**config.mk**
```make
export PLATFORM = sky130hd
export DESIGN_NAME = dual_wheel_pid_position_top
export DESIGN_NICKNAME = d
export VERILOG_FILES = /design/src/rtl/dwpp_pkg.sv /design/src/rtl/dual_wheel_pid_position_top.sv
export SDC_FILE = /design/constraint.sdc
export NUM_CORES = 2
export LEC_CHECK = 0
export ABC_CLOCK_PERIOD_IN_PS = 10530
export BUFFER_PORTS_ARGS = -buffer_cell sky130_fd_sc_hd__buf_2
export CORE_UTILIZATION = 30
export CTS_BUF_LIST = sky130_fd_sc_hd__clkbuf_8
export CTS_CLUSTER_DIAMETER = 80
export DETAILED_ROUTE_END_ITERATION = 6
export GPL_TIMING_DRIVEN = 0
export PLACE_DENSITY = 0.46
export SKIP_LAST_GASP = 1
export SLEW_MARGIN = 20
export SYNTH_ARGS = -nofsm -noshare
export SYNTH_HDL_FRONTEND = slang
export SYNTH_SLANG_ARGS = --single-unit
```
**constraint.sdc**
```tcl
create_clock -name clk -period 10.53 [get_ports clk]
set_input_delay 2.6325 -clock clk [delete_from_list [all_inputs] [get_ports clk]]
set_output_delay 2.6325 -clock clk [all_outputs]
set_load 0.005 [all_outputs]
```
**src/rtl/dwpp_pkg.sv**
```systemverilog
// dwpp_pkg: shared widths, reset values and codes for the dual wheel pid position block
// no dependencies; imported by dual_wheel_pid_position_top, dwpp_checker and tb_top

package dwpp_pkg;

	localparam int COUNT_BITS = 12;
	localparam int ERR_W      = COUNT_BITS + 1;
	localparam int DIF_W      = COUNT_BITS + 2;
	localparam int ACC_W      = 24;
	localparam int LIM_W      = 23;
	localparam int GAIN_W     = 16;
	localparam int DUTY_W     = 16;
	localparam int FRAC_BITS  = 12;

	// shared multiplier: signed 25 x signed 17
	localparam int MUL_A_W    = 25;
	localparam int MUL_B_W    = GAIN_W + 1;
	localparam int PROD_W     = MUL_A_W + MUL_B_W;

	// controller sum, split into a low unsigned and a high signed part for the scale step
	localparam int SUM_W      = 41;
	localparam int LO_W       = 24;
	localparam int TOT_W      = SUM_W + GAIN_W + 1;
	localparam int SHF_W      = TOT_W - FRAC_BITS;

	localparam int CFG_IDX_W  = 3;
	localparam int CFG_DAT_W  = LIM_W;

	localparam logic [GAIN_W-1:0] GAIN_P_RST  = GAIN_W'(1147);
	localparam logic [GAIN_W-1:0] GAIN_I_RST  = GAIN_W'(369);
	localparam logic [GAIN_W-1:0] GAIN_D_RST  = GAIN_W'(614);
	localparam logic [LIM_W-1:0]  LIMIT_RST   = LIM_W'(555);
	localparam logic [GAIN_W-1:0] SCALE_RST   = GAIN_W'(5000);
	localparam logic [DUTY_W-1:0] PERIOD_RST  = DUTY_W'(10000);

	typedef enum logic [CFG_IDX_W-1:0] {
		REG_GAIN_P         = 3'd0,
		REG_GAIN_I         = 3'd1,
		REG_GAIN_D         = 3'd2,
		REG_INTEGRAL_LIMIT = 3'd3,
		REG_OUTPUT_SCALE   = 3'd4,
		REG_PWM_PERIOD     = 3'd5
	} reg_idx_t;

	typedef enum logic [2:0] {
		OP_P  = 3'd0,
		OP_I  = 3'd1,
		OP_D  = 3'd2,
		OP_LO = 3'd3,
		OP_HI = 3'd4
	} mul_op_t;

endpackage

```
**src/rtl/dual_wheel_pid_position_top.sv**
```systemverilog
// dual wheel pid position controller, top level with the shared multiplier and its sequencer
// depends on dwpp_pkg
//
// usage:
//   input channel (in_valid / in_stall) carries one control tick: target_count,
//   left_count and right_count. in_stall is high while a tick is being worked on.
//   output channel (out_valid / out_stall) carries duty_left, duty_right, move_done.
//   configuration channel (cfg_valid / cfg_ready, cfg_index, cfg_data) writes the
//   gains, integral limit, output scale and pwm period; cfg_ready is high when idle.
// sequence: a normal tick runs PREP, then MUL and ACC for each of five products per wheel
//   with FIN after each wheel, then WAIT; a tick that finishes the move goes from PREP
//   straight to WAIT. a new tick is accepted only after the last one has left WAIT. the
//   one 25x17 multiplier is shared, each product registered and then added in the next cycle.
// a finished result sits in the output register; the next tick is accepted while it
//   waits. if the receiver still stalls when the following result is ready, the
//   sequencer holds that result until the output register is free.
// reset (arst_n low) loads the default register values, clears the accumulators and
//   previous errors and drops out_valid.

module dual_wheel_pid_position_top
	import dwpp_pkg::*;
(
	input  logic                  clk,
	input  logic                  arst_n,

	input  logic                  in_valid,
	output logic                  in_stall,
	input  logic [COUNT_BITS-1:0] target_count,
	input  logic [COUNT_BITS-1:0] left_count,
	input  logic [COUNT_BITS-1:0] right_count,

	output logic                  out_valid,
	input  logic                  out_stall,
	output logic [DUTY_W-1:0]     duty_left,
	output logic [DUTY_W-1:0]     duty_right,
	output logic                  move_done,

	input  logic                  cfg_valid,
	output logic                  cfg_ready,
	input  logic [CFG_IDX_W-1:0]  cfg_index,
	input  logic [CFG_DAT_W-1:0]  cfg_data
);

	typedef enum logic [5:0] {
		ST_IDLE = 6'b000001,
		ST_PREP = 6'b000010,
		ST_MUL  = 6'b000100,
		ST_ACC  = 6'b001000,
		ST_FIN  = 6'b010000,
		ST_WAIT = 6'b100000
	} state_t;

	state_t state_q;
	mul_op_t op_q;
	logic wheel_q;

	logic [GAIN_W-1:0] gain_p_q, gain_i_q, gain_d_q, scale_q;
	logic [LIM_W-1:0]  limit_q;
	logic [DUTY_W-1:0] period_q;

	logic [COUNT_BITS-1:0]   tgt_q;
	logic [COUNT_BITS-1:0]   cnt_q   [2];
	logic signed [ERR_W-1:0] prev_q  [2];
	logic signed [ACC_W-1:0] accum_q [2];
	logic signed [ERR_W-1:0] err_q   [2];
	logic signed [DIF_W-1:0] dif_q   [2];

	logic signed [ERR_W-1:0] err_c   [2];
	logic signed [ACC_W-1:0] acc_c   [2];
	logic signed [DIF_W-1:0] dif_c   [2];
	logic                    done_c;

	logic signed [MUL_A_W-1:0] mul_a;
	logic signed [MUL_B_W-1:0] mul_b;
	logic signed [PROD_W-1:0]  prod_q;
	logic signed [SUM_W-1:0]   sum_q;
	logic signed [TOT_W-1:0]   tot_q;

	logic [SHF_W-1:0]  shf;
	logic [DUTY_W-1:0] duty_c;

	logic [DUTY_W-1:0] dl_q, dr_q, duty_left_q, duty_right_q;
	logic              done_q, move_done_q, out_valid_q;

	assign in_stall   = (state_q != ST_IDLE);
	assign cfg_ready  = (state_q == ST_IDLE);
	assign out_valid  = out_valid_q;
	assign duty_left  = duty_left_q;
	assign duty_right = duty_right_q;
	assign move_done  = move_done_q;

	// per wheel error, accumulator update and derivative
	always_comb begin
		logic signed [ACC_W:0] acc_sum;
		for (int w = 0; w < 2; w++) begin
			err_c[w] = $signed({1'b0, tgt_q}) - $signed({1'b0, cnt_q[w]});
			acc_sum  = (ACC_W+1)'(accum_q[w]) + (ACC_W+1)'(err_c[w]);
			if (err_c[w] < 0) begin
				if (acc_sum < -(ACC_W+1)'(signed'(1 << (ACC_W - 1))))
					acc_c[w] = {1'b1, {(ACC_W-1){1'b0}}};
				else
					acc_c[w] = acc_sum[ACC_W-1:0];
			end else begin
				acc_c[w] = '0;
			end
			if (acc_c[w] > $signed({1'b0, limit_q}))
				acc_c[w] = $signed({1'b0, limit_q});
			dif_c[w] = DIF_W'(err_c[w]) - DIF_W'(prev_q[w]);
		end
	end

	assign done_c = (cnt_q[0] >= tgt_q) && (cnt_q[1] >= tgt_q);

	// operand selection for the shared multiplier
	always_comb begin
		case (op_q)
			OP_P: begin
				mul_a = MUL_A_W'(err_q[wheel_q]);
				mul_b = $signed({1'b0, gain_p_q});
			end
			OP_I: begin
				mul_a = MUL_A_W'(accum_q[wheel_q]);
				mul_b = $signed({1'b0, gain_i_q});
			end
			OP_D: begin
				mul_a = MUL_A_W'(dif_q[wheel_q]);
				mul_b = $signed({1'b0, gain_d_q});
			end
			OP_LO: begin
				mul_a = MUL_A_W'($unsigned(sum_q[LO_W-1:0]));
				mul_b = $signed({1'b0, scale_q});
			end
			OP_HI: begin
				mul_a = MUL_A_W'($signed(sum_q[SUM_W-1:LO_W]));
				mul_b = $signed({1'b0, scale_q});
			end
			default: begin
				mul_a = '0;
				mul_b = '0;
			end
		endcase
	end

	// drop the fraction, then saturate to 0..pwm_period
	assign shf = tot_q[TOT_W-1:FRAC_BITS];
	always_comb begin
		if (tot_q <= 0)
			duty_c = '0;
		else if ((|shf[SHF_W-1:DUTY_W]) || (shf[DUTY_W-1:0] > period_q))
			duty_c = period_q;
		else
			duty_c = shf[DUTY_W-1:0];
	end

	always_ff @(posedge clk or negedge arst_n) begin
		if (!arst_n) begin
			state_q     <= ST_IDLE;
			op_q        <= OP_P;
			wheel_q     <= 1'b0;
			out_valid_q <= 1'b0;
			gain_p_q    <= GAIN_P_RST;
			gain_i_q    <= GAIN_I_RST;
			gain_d_q    <= GAIN_D_RST;
			limit_q     <= LIMIT_RST;
			scale_q     <= SCALE_RST;
			period_q    <= PERIOD_RST;
			for (int w = 0; w < 2; w++) begin
				prev_q[w]  <= '0;
				accum_q[w] <= '0;
			end
		end else begin
			if ((state_q == ST_WAIT) && (!out_valid_q || !out_stall))
				out_valid_q <= 1'b1;
			else if (out_valid_q && !out_stall)
				out_valid_q <= 1'b0;

			if (cfg_valid && cfg_ready) begin
				case (cfg_index)
					REG_GAIN_P:         gain_p_q <= cfg_data[GAIN_W-1:0];
					REG_GAIN_I:         gain_i_q <= cfg_data[GAIN_W-1:0];
					REG_GAIN_D:         gain_d_q <= cfg_data[GAIN_W-1:0];
					REG_INTEGRAL_LIMIT: limit_q  <= cfg_data[LIM_W-1:0];
					REG_OUTPUT_SCALE:   scale_q  <= cfg_data[GAIN_W-1:0];
					REG_PWM_PERIOD:     period_q <= cfg_data[DUTY_W-1:0];
					default: ;
				endcase
			end

			case (state_q)
				ST_IDLE: begin
					if (in_valid)
						state_q <= ST_PREP;
				end
				ST_PREP: begin
					if (done_c) begin
						for (int w = 0; w < 2; w++) begin
							prev_q[w]  <= '0;
							accum_q[w] <= '0;
						end
						state_q <= ST_WAIT;
					end else begin
						for (int w = 0; w < 2; w++) begin
							prev_q[w]  <= err_c[w];
							accum_q[w] <= acc_c[w];
						end
						wheel_q <= 1'b0;
						op_q    <= OP_P;
						state_q <= ST_MUL;
					end
				end
				ST_MUL: begin
					state_q <= ST_ACC;
				end
				ST_ACC: begin
					if (op_q == OP_HI) begin
						state_q <= ST_FIN;
					end else begin
						op_q    <= mul_op_t'(op_q + 3'd1);
						state_q <= ST_MUL;
					end
				end
				ST_FIN: begin
					if (!wheel_q) begin
						wheel_q <= 1'b1;
						op_q    <= OP_P;
						state_q <= ST_MUL;
					end else begin
						state_q <= ST_WAIT;
					end
				end
				ST_WAIT: begin
					if (!out_valid_q || !out_stall)
						state_q <= ST_IDLE;
				end
				default: state_q <= ST_IDLE;
			endcase
		end
	end

	// payload and datapath registers
	always_ff @(posedge clk) begin
		case (state_q)
			ST_IDLE: begin
				if (in_valid) begin
					tgt_q    <= target_count;
					cnt_q[0] <= left_count;
					cnt_q[1] <= right_count;
				end
			end
			ST_PREP: begin
				for (int w = 0; w < 2; w++) begin
					err_q[w] <= err_c[w];
					dif_q[w] <= dif_c[w];
				end
				done_q <= done_c;
				dl_q   <= '0;
				dr_q   <= '0;
			end
			ST_MUL: begin
				prod_q <= PROD_W'(mul_a * mul_b);
			end
			ST_ACC: begin
				case (op_q)
					OP_P:    sum_q <= SUM_W'(prod_q);
					OP_I:    sum_q <= sum_q + SUM_W'(prod_q);
					OP_D:    sum_q <= sum_q + SUM_W'(prod_q);
					OP_LO:   tot_q <= TOT_W'(prod_q);
					OP_HI:   tot_q <= tot_q + (TOT_W'(prod_q) <<< LO_W);
					default: ;
				endcase
			end
			ST_FIN: begin
				if (!wheel_q)
					dl_q <= duty_c;
				else
					dr_q <= duty_c;
			end
			ST_WAIT: begin
				if (!out_valid_q || !out_stall) begin
					duty_left_q  <= dl_q;
					duty_right_q <= dr_q;
					move_done_q  <= done_q;
				end
			end
			default: ;
		endcase
	end

endmodule

```
Word-level counts from Yosys, hierarchy flattened
Memories as Yosys holds them, arrays and structs flattened. Index checks and enable logic that the tools add are counted.

Input bits: 67. Memories: 3. Register bits: 407. Logic and storage cells: 144. Output and inout bits: 36. RAM bits: 78.

Memories: dif_q (words 2, width 14, rd ports 1, clocked after memory_dff 0, wr ports 2, line dual_wheel_pid_position_top.sv:66) `logic signed [DIF_W-1:0] dif_q [2];`; err_q (words 2, width 13, rd ports 1, clocked after memory_dff 0, wr ports 2, line dual_wheel_pid_position_top.sv:65) `logic signed [ERR_W-1:0] err_q [2];`; cnt_q (words 2, width 12, rd ports 2, clocked after memory_dff 0, wr ports 2, line dual_wheel_pid_position_top.sv:62) `logic [COUNT_BITS-1:0] cnt_q [2];`.

Reductions and logical operators: 33. Bitwise gates (word level): 1. $lt $le $gt $ge: 11. Multipliers: 1. Add/sub/neg operators: 9. Equal/unequal tests: 22. Multiplexer cells: 40.

Operators with widths (count): two-way mux 24 bit (9); case mux 25 bit (5 select lines) (1); case mux 58 bit (2 select lines) (1); case mux 41 bit (2 select lines) (1); two-way mux 16 bit (4); case mux 16 bit (2 select lines) (2); case mux 16 bit (4 select lines) (1); adder 58 bit (1); <= comparator 58 x 1 -> 1 bit, second input constant (1); adder 24 x 13 -> 25 bit (2); < comparator 25 x 24 -> 1 bit, second input constant (2); greater-than comparator 24 bit (2); two-way mux 48 bit (1); multiplier 25 x 17 -> 42 bit (1); adder 41 bit (1); case mux 6 bit (6 select lines) (1); OR reduction 30 bit (1); AND reduction 2 bit (14); subtractor 13 x 13 -> 14 bit (2); < comparator 13 x 1 -> 1 bit, second input constant (2); two-way mux 26 bit (1); subtractor 12 x 12 -> 13 bit (2); >= comparator 12 bit (2); two-way mux 6 bit (4); 29 further kinds (58).

Depth between registers and ports, before layout
An unclocked memory read counts as a cell.

Word-level depth: 9. Gate-level depth with buffers: 39. Depth with buffers taken out: 35.

Least setup slack after synthesis
No wires, ideal clock.

Path kind: flip-flop to flip-flop. From: reg wheel_q. To: reg prod_q[40] (data pin). Period minus slack after synthesis: 8132 ps. Arrival: 7870 ps. Path buffers: 5. Path slack: 2398 ps. Stages on the path, launching flop included: 30. Library setup time: 262 ps. Data required time: 10268 ps. Cell sequence: dfrtp_1 -> buf_2 -> buf_1 -> buf_1 -> buf_2 -> mux2i_1 -> o21ai_0 -> or2_2 -> clkbuf_1 -> nand2_1 -> fa_1 -> fa_1 -> fa_1 -> inv_1 -> fa_1 -> fa_1 -> inv_1 -> fa_1 -> inv_1 -> ha_1 -> a21o_1 -> a31o_2 -> a221o_1 -> a31o_2 -> a31oi_1 -> o31a_1 -> o21ai_0 -> a211oi_1 -> o21bai_1 -> xor2_1.

Longest elaborated chain between the ends: 6. Elaborated cells on any way between the ends: 8. Classes of those cells: 1 x mul; 4 x mux; 1 x bitwise; 2 x memory.

Ends and longest elaborated chain: start: declaration (line dual_wheel_pid_position_top.sv:55) `logic wheel_q;`; start signal: assignment (line dual_wheel_pid_position_top.sv:159) `wheel_q <= 1'b0;`; start signal: assignment (line dual_wheel_pid_position_top.sv:206) `wheel_q <= 1'b0;`; start signal: assignment (line dual_wheel_pid_position_top.sv:224) `wheel_q <= 1'b1;`; inverter 1 -> 2 bit (not written as such) (line dual_wheel_pid_position_top.sv:122) `mul_a = MUL_A_W'(accum_q[wheel_q]);`; two-way mux 24 bit (not written as such) (3 in series) (line dual_wheel_pid_position_top.sv:122); case mux 25 bit (5 select lines) (*) (line dual_wheel_pid_position_top.sv:116) `case (op_q)`; multiplier 25 x 17 -> 42 bit (*) (line dual_wheel_pid_position_top.sv:260) `prod_q <= PROD_W'(mul_a * mul_b);`; end signal: assignment (line dual_wheel_pid_position_top.sv:260); end: declaration (line dual_wheel_pid_position_top.sv:75) `logic signed [PROD_W-1:0] prod_q;`.

Mark *: on every way between the ends. The rest lies on a longest branch, timed or not. The select of a mux whose other input is x is not followed. A chain may end at the register's enable or synchronous reset.

Final worst setup path
From: reg wheel_q. To: reg prod_q[41] (data pin).

The elaborated chain is that of the path after synthesis.

==> flow_metrics.tcl <==
set metrics [dict create \
    coreArea_sq_um 143000 \
    die_y_microns 382 \
    grt_max_degree 82 \
    rsz0062_at_grt "true" \
    critPathArrivalTime_ns 10.63 \
    htreeDepth 3 \
    r2r_slack_ns 0.38 \
    drcViolationCount 0 \
    cap_violations 0 \
    worst_skew_pair.late_latency_ns 0.81 \
    via_count 33000 \
    yosys_most_used_dff "edfxtp_1" \
    cts_hold_buf 0 \
    syn_area_per_cell_sq_um 9.76 \
    dieArea_sq_um 146000 \
    dpl.hpwl_microns 118000 \
    synth_top_cell_by_area "edfxtp_1" \
    synth_top_cell_area_share_pct 20.6 \
    hold_path.class "reg2reg" \
    crit_path_top_delay_cell "nor2_1" \
    synth_fp_nets 5248 \
    setup_viol 0 \
    synthTopCellsByArea "edfxtp_1, fa_1, ha_1" \
    status "finished clean" \
    ys_seq_area_share_pct 31.5 \
    routed_via_density 4.98 \
    yosys_warnings 0 \
    drtPass1Iterations 5 \
    portBuffers 101 \
    fin_skew_ns 0.0694 \
    max_stage_delay_ns 0.59 \
    place_area_sq_um 46700 \
    fin_nets 5459 \
    clk_path_buf_depth 3 \
    crit_type "reg2reg" \
    synth.most_common_cell "inv_1" \
    rows 139 \
    cts-root-buf "clkbuf_8" \
    antenna_found_initial 2 \
    area_growth_pct 12.3 \
    final-hold-violation-count 0 \
    synth_edf_count 297 \
    finalInstanceArea_sq_um 48600 \
    grt_util_all_layers_pct 19.9 \
    cts_tree "yes" \
    initial_core_util_pct 30.2 \
    final_util_pct 33.9 \
    synth-seq-cells 485 \
    place_congestion 0.905 \
    grt_pass1_wl_microns 218000 \
    required_ns 11.01 \
    cts_inserted_buffers 88 \
    cp-start-kind "flip-flop" \
    synth_top_cells_by_count "inv_1, nand2_1, fa_1" \
    drt-initial-drc-count 2293 \
    drt-total-wl_microns 145000 \
    slew_headroom_pct 21.1 \
    max_freq_mhz 98.5 \
    cp_max_fo 10 \
    period_share_pct 96.4 \
    tightest_slew_ns 1.18 \
    die_width_microns 382 \
    path_clk_slew_ns 0.07 \
    ant_nets 0 \
    first_global_vias 33900 \
    routedWlPerCell_microns 21.8 \
    overflow 0 \
    post-route-min-period_ns 10.15 \
    drive_gt1_share_pct 10.4 \
    async_reset_ff_share_pct 38.8 \
    cts.sinks 485 \
    maxSlewViolCount 0 \
    synth_area_sq_um 43300 \
    syn_inst 4440 \
    synthDistinctLibCells 87 \
    cp_common_cell "fa_1" \
    io_pins 103 \
    crit_path_end_kind "flip-flop" \
]
-- worst paths after layout --
path,start,end,cells past startpoint
setup / recovery,wheel_q$_DFFE_PN0P_,prod_q[41]$_DFFE_PP_,30
hold / removal,dr_q[11]$_DFFE_PP_,duty_right[11]$_DFFE_PP_,0
setup reg to reg,wheel_q$_DFFE_PN0P_,prod_q[41]$_DFFE_PP_,30
hold reg to reg,dr_q[11]$_DFFE_PP_,duty_right[11]$_DFFE_PP_,0
max in group asynchronous,arst_n,limit_q[9]$_DFFE_PN1P_,3
min in group asynchronous,arst_n,accum_q[16]$_DFFE_PN0P_,1
-- logic make-up after synthesis --
logic type,count (synthesis),synth area share [%]
DFF,485,31.5
xor gates and xnor gates,173,3.50
buffers and inverters,771,6.73
adders and majority gates,741,28.3
and+or+nand+nor,1253,13.1
AOI/OAI and AO/OA,820,12.0
muxes,197,4.83
-- cell usage in the layout, fill, tap and decap left out, drive strengths merged, types with 108 or more instances in the layout --
cell type	instances
inv	650
nand2	514
fa	399
nor2	351
ha	342
edfxtp	297
o21ai	223
clkbuf	223
a21oi	201
dfrtp	155
buf	148
a21o	108
-- state kept, by name (all words and copies together), names as in the netlist, 23 cells and up --
name / count
prod_q: 42
err_q: 26
limit_q: 23
accum_q: 48
dif_q: 28
cnt_q: 24
tot_q: 58
sum_q: 41
prev_q: 26
-- critical path: cells and delay by family, from the launching register on --
family,cells,cell delay (ns)
xor gates and xnor gates,1,0.37
and+or+nand+nor,2,0.74
muxes,1,0.44
adders and majority gates,7,3.41
DFF,1,0.32
buffers and inverters,9,2.31
AOI/OAI and AO/OA,10,2.23
-- routing by layer --
metal | vias to the layer above | share of wire [%] | track usage [%]
met5 | - | 0 | 0
li1 | 15500 | - | -
met3 | 162 | 5.0 | 2.66
met1 | 16600 | 47 | 27.7
met4 | 0 | 2.8 | 6.00
met2 | 809 | 46 | 32.0
-- through the flow --
stage	setup WS [ns]	setup TNS [ns]	std cells	hold WS (ns)
3_3_place_gp	-1.87	-9.91	6444	0.402
6_report	0.380	0	6630	0.420
5_1_grt	-0.0752	-0.0752	6630	0.431
2_1_floorplan	2.40	0	4440	0.400
4_1_cts	-0.0657	-0.0657	6632	0.420
3_5_place_dp	-1.45	-6.09	6467	0.405
-- cell type report --
type | instances | area [sq um]
clock inverter | 65 | 427
antenna | 1 | 2.50
inverter | 620 | 2330
buffer | 145 | 593
sequential | 485 | 13700
multi-input combinational | 3184 | 27000
clock buffer | 100 | 1380
timing repair buffer | 127 | 912
fill | 14900 | 94800
tap | 1903 | 2380
-- repair_timing --
item	4_1_cts	5_1_grt
pin swaps	1	1
endpoints found under the setup margin	6	5
cloned	0	0
buffers inserted	2	1
gates resized for setup	25	18
Power is left out: the tool's default activity adds up to more than one toggle a clock period on the data nets, which glitch-free logic cannot reach.
